### config.mk
export PLATFORM = sky130hd
export DESIGN_NAME = provisioning_frame_deframer_unit
export DESIGN_NICKNAME = d
export VERILOG_FILES = /design/src/sv/pfd_pkg.sv /design/src/sv/pfd_emitter.sv /design/src/sv/provisioning_frame_deframer_unit.sv
export SDC_FILE = /design/constraint.sdc
export NUM_CORES = 1
export LEC_CHECK = 0
export ABC_AREA = 1
export ABC_CLOCK_PERIOD_IN_PS = 5000
export BUFFER_PORTS_ARGS = -buffer_cell sky130_fd_sc_hd__buf_4
export CAP_MARGIN = 25
export CORE_MARGIN = 5
export CORE_UTILIZATION = 45
export CTS_CLUSTER_SIZE = 12
export DETAILED_ROUTE_END_ITERATION = 8
export PLACE_DENSITY = 0.67
export SLEW_MARGIN = 5
export SYNTH_ARGS = -nofsm -noshare
export SYNTH_HDL_FRONTEND = slang
export SYNTH_SLANG_ARGS = --single-unit
### constraint.sdc
create_clock -name i_clk -period 5 [get_ports i_clk]
set_input_delay 0.5 -clock i_clk [delete_from_list [all_inputs] [get_ports i_clk]]
set_output_delay 0.5 -clock i_clk [all_outputs]
set_load 0.02 [all_outputs]
### src/sv/pfd_pkg.sv
// Shared types, constants and header lookup for the provisioning frame deframer.
package pfd_pkg;

    localparam int unsigned HdrLen     = 6;
    localparam int unsigned TypeOffset = 7;
    localparam int unsigned LenOffset  = 8;
    localparam int unsigned CmdOffset  = 9;
    localparam int unsigned FrameExtra = 10;

    localparam logic [7:0] TypeRpc = 8'h03;
    localparam logic [7:0] CmdMin  = 8'h01;
    localparam logic [7:0] CmdMax  = 8'h04;

    typedef enum logic [1:0] {
        KIND_CONSOLE = 2'd0,
        KIND_FRAME   = 2'd1,
        KIND_VERDICT = 2'd2
    } t_kind;

    typedef enum logic [1:0] {
        VERD_BAD_SUM  = 2'd0,
        VERD_NOT_RPC  = 2'd1,
        VERD_KNOWN    = 2'd2,
        VERD_UNKNOWN  = 2'd3
    } t_verdict;

    // One burst of results caused by a single accepted byte.
    typedef struct packed {
        logic       is_frame;   // frame byte (plus optional verdict) vs console flush
        logic [2:0] hcnt;       // held header bytes to flush
        logic [2:0] cnt;        // total results in the burst, 1 to 6
        logic [7:0] byte_val;   // received byte
        logic [8:0] offset;     // frame offset of the byte
        t_verdict   verdict;
        logic [7:0] command;
    } t_desc;

    function automatic logic [7:0] hdr_char(input logic [2:0] idx);
        logic [7:0] c;
        case (idx)
            3'd0:    c = 8'h49; // 'I'
            3'd1:    c = 8'h4D; // 'M'
            3'd2:    c = 8'h50; // 'P'
            3'd3:    c = 8'h52; // 'R'
            3'd4:    c = 8'h4F; // 'O'
            3'd5:    c = 8'h56; // 'V'
            default: c = 8'h00;
        endcase
        return c;
    endfunction

endpackage

### src/sv/pfd_emitter.sv
// Burst emitter: skid slot plus active burst register, one result per transfer.
module pfd_emitter (
    input  logic              i_clk,
    input  logic              i_rst_n,
    input  logic              i_desc_valid,
    input  pfd_pkg::t_desc    i_desc,
    output logic              o_desc_ready,
    output logic              o_tvalid,
    input  logic              i_tready,
    output logic [31:0]       o_tdata,   // byte_value[7:0], frame_offset[16:8],
                                         // verdict[18:17], command[26:19], zero pad
    output logic [1:0]        o_tuser,   // kind[1:0]
    output logic              o_tlast
);

    logic           r_d_valid, n_d_valid;
    pfd_pkg::t_desc r_d, n_d;
    logic [2:0]     r_idx, n_idx;
    logic           r_k_valid, n_k_valid;
    pfd_pkg::t_desc r_k, n_k;

    logic d_last, d_adv, d_free, accept;

    assign o_desc_ready = !r_k_valid;
    assign accept       = i_desc_valid && !r_k_valid;
    assign d_last       = (r_idx == (r_d.cnt - 3'd1));
    assign d_adv        = r_d_valid && i_tready;
    assign d_free       = !r_d_valid || (d_adv && d_last);

    always_comb begin
        n_d_valid = r_d_valid;
        n_d       = r_d;
        n_idx     = r_idx;
        n_k_valid = r_k_valid;
        n_k       = r_k;
        if (d_free) begin
            n_idx = 3'd0;
            if (r_k_valid) begin
                n_d_valid = 1'b1;
                n_d       = r_k;
                n_k_valid = 1'b0;
            end else if (accept) begin
                n_d_valid = 1'b1;
                n_d       = i_desc;
            end else begin
                n_d_valid = 1'b0;
            end
        end else begin
            if (d_adv) begin
                n_idx = r_idx + 3'd1;
            end
            if (accept) begin
                n_k_valid = 1'b1;
                n_k       = i_desc;
            end
        end
    end

    always_ff @(posedge i_clk) begin
        if (!i_rst_n) begin
            r_d_valid <= 1'b0;
            r_k_valid <= 1'b0;
            r_idx     <= 3'd0;
        end else begin
            r_d_valid <= n_d_valid;
            r_k_valid <= n_k_valid;
            r_idx     <= n_idx;
        end
        r_d <= n_d;
        r_k <= n_k;
    end

    // Decode the current result of the active burst.
    logic [7:0] f_byte;
    logic [8:0] f_off;
    logic [1:0] f_verd;
    logic [7:0] f_cmd;
    logic [1:0] f_kind;

    always_comb begin
        f_byte = 8'd0;
        f_off  = 9'd0;
        f_verd = 2'd0;
        f_cmd  = 8'd0;
        f_kind = pfd_pkg::KIND_CONSOLE;
        if (r_d.is_frame) begin
            if (r_idx == 3'd0) begin
                f_kind = pfd_pkg::KIND_FRAME;
                f_byte = r_d.byte_val;
                f_off  = r_d.offset;
            end else begin
                f_kind = pfd_pkg::KIND_VERDICT;
                f_verd = r_d.verdict;
                f_cmd  = r_d.command;
            end
        end else if (r_idx < r_d.hcnt) begin
            f_byte = pfd_pkg::hdr_char(r_idx);
        end else begin
            f_byte = r_d.byte_val;
        end
    end

    assign o_tvalid = r_d_valid;
    assign o_tdata  = {5'd0, f_cmd, f_verd, f_off, f_byte};
    assign o_tuser  = f_kind;
    assign o_tlast  = d_last;

endmodule

### src/sv/provisioning_frame_deframer_unit.sv
// Top level of the provisioning frame deframer: header match, frame tracking, verdicts.
// The first result of an accepted byte is offered in the cycle after its transfer
//   when no earlier burst is still pending.
// Throughput with m_tready high: one byte per cycle while each byte yields one result;
//   a broken header emits up to six results, one per cycle, a closing frame byte two.
// A one-entry skid slot keeps s_tready registered and takes a byte while output stalls.
// Reset (synchronous, active low) clears frame position, sum, header fields and buffers.
module provisioning_frame_deframer_unit (
    input  logic        i_clk,
    input  logic        i_rst_n,
    input  logic        s_tvalid,
    output logic        s_tready,
    input  logic [7:0]  s_tdata,    // rx_byte[7:0]
    output logic        m_tvalid,
    input  logic        m_tready,
    output logic [31:0] m_tdata,    // byte_value[7:0], frame_offset[16:8],
                                    // verdict[18:17], command[26:19], zero pad
    output logic [1:0]  m_tuser,    // kind[1:0]
    output logic        m_tlast
);

    // Frame tracking state.
    logic [8:0] r_pos, n_pos;
    logic [7:0] r_sum, n_sum;
    logic [7:0] r_len, n_len;
    logic [7:0] r_type, n_type;
    logic [7:0] r_cmd, n_cmd;

    logic           accept;
    logic           desc_ready;
    pfd_pkg::t_desc desc;
    logic           closes;
    logic [7:0]     b;

    assign b        = s_tdata;
    assign s_tready = desc_ready;
    assign accept   = s_tvalid && s_tready;

    always_comb begin
        n_pos  = r_pos;
        n_sum  = r_sum;
        n_len  = r_len;
        n_type = r_type;
        n_cmd  = r_cmd;
        closes = 1'b0;
        desc          = '0;
        desc.byte_val = b;
        desc.verdict  = pfd_pkg::VERD_BAD_SUM;

        if (r_pos < 9'(pfd_pkg::HdrLen)) begin
            if (b == pfd_pkg::hdr_char(r_pos[2:0])) begin
                // Hold the matched header byte; no result.
                n_sum = ((r_pos == 9'd0) ? 8'd0 : r_sum) + b;
                n_pos = r_pos + 9'd1;
            end else begin
                // Flush held header bytes; restart on 'I', else forward the byte.
                desc.hcnt = r_pos[2:0];
                if (b == pfd_pkg::hdr_char(3'd0)) begin
                    desc.cnt = r_pos[2:0];
                    n_pos    = 9'd1;
                    n_sum    = b;
                end else begin
                    desc.cnt = r_pos[2:0] + 3'd1;
                    n_pos    = 9'd0;
                    n_sum    = 8'd0;
                end
            end
        end else begin
            desc.is_frame = 1'b1;
            desc.offset   = r_pos;
            desc.cnt      = 3'd1;
            if (r_pos == 9'(pfd_pkg::TypeOffset)) n_type = b;
            if (r_pos == 9'(pfd_pkg::LenOffset))  n_len  = b;
            if (r_pos == 9'(pfd_pkg::CmdOffset))  n_cmd  = b;

            closes = (r_pos >= 9'(pfd_pkg::CmdOffset)) &&
                     (r_pos == (9'(pfd_pkg::FrameExtra - 1) + {1'b0, r_len}));
            if (closes) begin
                // Checksum byte: append the verdict and return to header hunt.
                desc.cnt     = 3'd2;
                desc.command = n_cmd;
                if (r_sum != b)
                    desc.verdict = pfd_pkg::VERD_BAD_SUM;
                else if (r_type != pfd_pkg::TypeRpc)
                    desc.verdict = pfd_pkg::VERD_NOT_RPC;
                else if ((n_cmd >= pfd_pkg::CmdMin) && (n_cmd <= pfd_pkg::CmdMax))
                    desc.verdict = pfd_pkg::VERD_KNOWN;
                else
                    desc.verdict = pfd_pkg::VERD_UNKNOWN;
                n_pos = 9'd0;
                n_sum = 8'd0;
            end else begin
                n_sum = r_sum + b;
                n_pos = r_pos + 9'd1;
            end
        end
    end

    always_ff @(posedge i_clk) begin
        if (!i_rst_n) begin
            r_pos  <= 9'd0;
            r_sum  <= 8'd0;
            r_len  <= 8'd0;
            r_type <= 8'd0;
            r_cmd  <= 8'd0;
        end else if (accept) begin
            r_pos  <= n_pos;
            r_sum  <= n_sum;
            r_len  <= n_len;
            r_type <= n_type;
            r_cmd  <= n_cmd;
        end
    end

    // Bytes that only extend the header produce no burst and skip the emitter.
    pfd_emitter u_emitter (
        .i_clk        (i_clk),
        .i_rst_n      (i_rst_n),
        .i_desc_valid (accept && (desc.cnt != 3'd0)),
        .i_desc       (desc),
        .o_desc_ready (desc_ready),
        .o_tvalid     (m_tvalid),
        .i_tready     (m_tready),
        .o_tdata      (m_tdata),
        .o_tuser      (m_tuser),
        .o_tlast      (m_tlast)
    );

    // Position never runs past the longest frame.
    a_pos_range: assert property (@(posedge i_clk) disable iff (!i_rst_n)
        r_pos <= 9'd264)
        else $error("frame position out of range");

    // A verdict is always the final result of its byte.
    a_verdict_last: assert property (@(posedge i_clk) disable iff (!i_rst_n)
        (m_tvalid && (m_tuser == pfd_pkg::KIND_VERDICT)) |-> m_tlast)
        else $error("verdict without tlast");

    // Closing a frame returns the parser to header hunt.
    a_close_reset: assert property (@(posedge i_clk) disable iff (!i_rst_n)
        (accept && closes) |=> (r_pos == 9'd0) && (r_sum == 8'd0))
        else $error("frame close did not clear position");

endmodule
==> results.yml <==
outcome:
  status: "finished clean"
yosys:
  yosys.area_share.xor_xnor: 0.0252
  synth-simple-area-share: 0.270
  yosysTopAreaCell: "edfxtp_1"
  netlist_area_sq_um: 6600
  syn_inst: 818
  async_reset_ff_frac: 0
  ys_types: 47
  synth_top_family_by_area: "simple AND/OR/NAND/NOR gates"
  yosys_warnings: 0
  syn_avg_cell_area_sq_um: 8.06
  synth_top_cell_area_share: 0.310
  ys.flop_type: "edfxtp_1"
  synth.most_common_cell: "nand2_1"
  yosys_register_bits: 114
  synthTopCellsByArea: "edfxtp_1 (31%), dfxtp_1 (14%), nand2_1 (11%)"
  synth_commonest_cells: "nand2_1 (201), inv_1 (88), nor2_1 (79)"
  synth_compound_area_frac: 0.106
  synth_mux_area_frac: 0.00341
  synth_edf_count: 68
  ys_seq_area_frac: 0.449
  synthAdderAreaFrac: 0.0592
timing:
  rsz0062_at_grt: "no"
  tns_ns: 0
  fmax_ghz: 0.317
  whs_ns: 0.301
  worst_slew_pin_slew_ns: 0.707
  fin_crit_ns: 3.15
  slew_headroom: 0.526
  clock_skew_ns: 0.00803
  min_period_over_period: 0.630
  finalHoldViolCount: 0
  setup_viol: 0
  fin_ws_ns: 1.85
  drv_slew: 0
layout:
  final_util: 0.531
  nFillCells: 1339
  stdcell_area_sq_um: 7680
  nets: 898
  final_layout_size_suffix_gt1_frac: 0.166
  ff_latch_area_sq_um: 2960
  final_cells: 1053
  multiInputGateArea_sq_um: 3090
  syn_to_final_growth_pct: 16.5
  antenna_cells: 0
critical_path:
  rr_endpoint: "r_sum[6]"
  r2r_setup_slack_ns: 1.95
  r2r_cells: 16
  arrival_ns: 2.65
  startpoint_type: "flip-flop"
  end_kind: "output pin"
  crit_fanout: 11
  reg2reg_from: "r_pos[0]"
  critPathKind: "flip-flop to output pin"
  cp.required_ns: 4.50
power_and_ir_drop:
  fin_total_pwr_mw: 2.67
  max-vdd-ir-drop_uv: 216
  powerDensity_nw_per_um2: 347
  leakagePower_nw: 3.30
hold_path:
  holdCritStartpoint: "s_tdata[7]"
  hold_end: "u_emitter.r_k[26]"
  hold_class: "primary input to flip-flop"
  whs_path_depth: 1
clocking:
  cts_setup_buffers: 0
  insertion_delay_ns: 0.41
  cts_num_sinks: 114
  ctsLongestPathBuffers: 2
  htree_levels: 4
  cts_resized: 0
  path_clk_slew_ns: 0.06
  cts_root_buf: "clkbuf_16"
  cts_tree: "built"
  numCtsBuffers: 17
  hold_buffers: 0
placed_design:
  gp_congestion: 0.847
  place_area_sq_um: 7050
  detailed_place_hpwl_um: 10900
  io_buffers: 43
  dpl.cell_count: 1020
  pre_cts_slack_ns: 1.83
global_routing:
  grt_pass1_wl_um: 24700
  grt_overflow_total: 0
  grt_use_total: 0.186
  antenna_found_initial: 0
  grt_pass1_vias: 4924
  grt_max_degree: 49
die:
  die_height_um: 131
  initial_utilization: 0.455
  core-area_sq_um: 14500
  dieArea_sq_um: 17200
  die_x_um: 131
  rows: 44
  pin_count: 49
route:
  first_pass_iters: 5
  totalWireLength_um: 15100
  detail_route.iter0.violations: 395
  ant_nets: 0
  vias_per_cell: 5.04
  drc: 0
  post_drt_wl_per_cell_um: 14.3
  vias: 5304
run:
  max_cap_viol_count: 0
final cells by class:
cell class,instances,share of cell area
Multi-Input combinational cell,569,0.402
Sequential cell,114,0.386
Clock buffer,17,0.0554
Inverter,105,0.0526
Timing Repair Buffer,49,0.0505
Tap cell,184,0.0300
Clock inverter,15,0.0239
cells in the final DEF, fill, tap and decap left out, drive strengths merged, types with 3 or more instances in the layout:
cell      Yosys  routed
dfxtp        46      46
clkinvlp      0       3
edfxtp       68      68
buf          15      49
inv         104     107
o21ai        61      61
nor4          4       4
conb          1       5
nand2       215     215
nand4        12      12
a21oi        54      54
clkbuf       19      17
bufinv        0       3
nor3         11      11
ha           28      28
o211ai       10      10
xor2         13      13
nor2         92      92
clkinv        1       7
nand3        42      42
xnor2         6       6
or2           4       4
cells by family (layout without fill, tap and decap cells):
group           Yosys count  in the layout
flops                   114            114
mux                       2              2
other cells               1              5
compound gates          131            131
simple gates            382            382
buf+inv                 139            186
fa+ha+maj                30             30
xor+xnor                 19             19
report_power, final:
part | switching (mW) | internal [mW] | total (mW)
combinational | 0.222 | 0.115 | 0.337
sequential | 0.0214 | 1.07 | 1.09
clock | 0.449 | 0.788 | 1.24
total | 0.692 | 1.97 | 2.67
per-layer routing:
| layer | wire length [um] | up-vias | global-route usage |
|---|---|---|---|
| met1 | 7010 | 2386 | 0.256 |
| met2 | 6940 | 148 | 0.296 |
| met5 | 0 | - | 0 |
| li1 | - | 2751 | - |
| met3 | 881 | 19 | 0.0401 |
| met4 | 282 | 0 | 0.0569 |
critical path: stages, from the launching register on:
cell	delay, ns
dfxtp_1	0.36
inv_1	0.13
ha_1	0.21
inv_1	0.07
nor2_1	0.52
inv_1	0.35
nor2_1	0.28
nand2_1	0.09
nand3_1	0.09
buf_4	0.14
sequential cells by signal, indices dropped and copies added, names as in the netlist:
register             cells
u_emitter.r_idx          3
r_type                   8
r_cmd                    8
u_emitter.o_tvalid       1
u_emitter.r_k_valid      1
u_emitter.r_k           34
r_sum                    8
r_len                    8
u_emitter.r_d           34
r_pos                    9
how the worst max path moves through the flow:
| stage | slack (ns) | to | startpoint |
|---|---|---|---|
| 6_report | 1.85 | m_tdata[3] | u_emitter.r_idx[0] |
| 5_1_grt | 1.49 | m_tdata[6] | u_emitter.r_idx[1] |
| 4_1_cts | 1.75 | m_tdata[3] | u_emitter.r_idx[0] |
| 3_5_place_dp | 1.83 | u_emitter.r_d[24] | r_pos[0] |
| 3_3_place_gp | 1.94 | u_emitter.r_d[0] | r_pos[0] |
| 2_1_floorplan | 1.11 | u_emitter.r_d[0] | u_emitter.r_d[27] |
No activity file was read; power rests on OpenSTA's default activity.
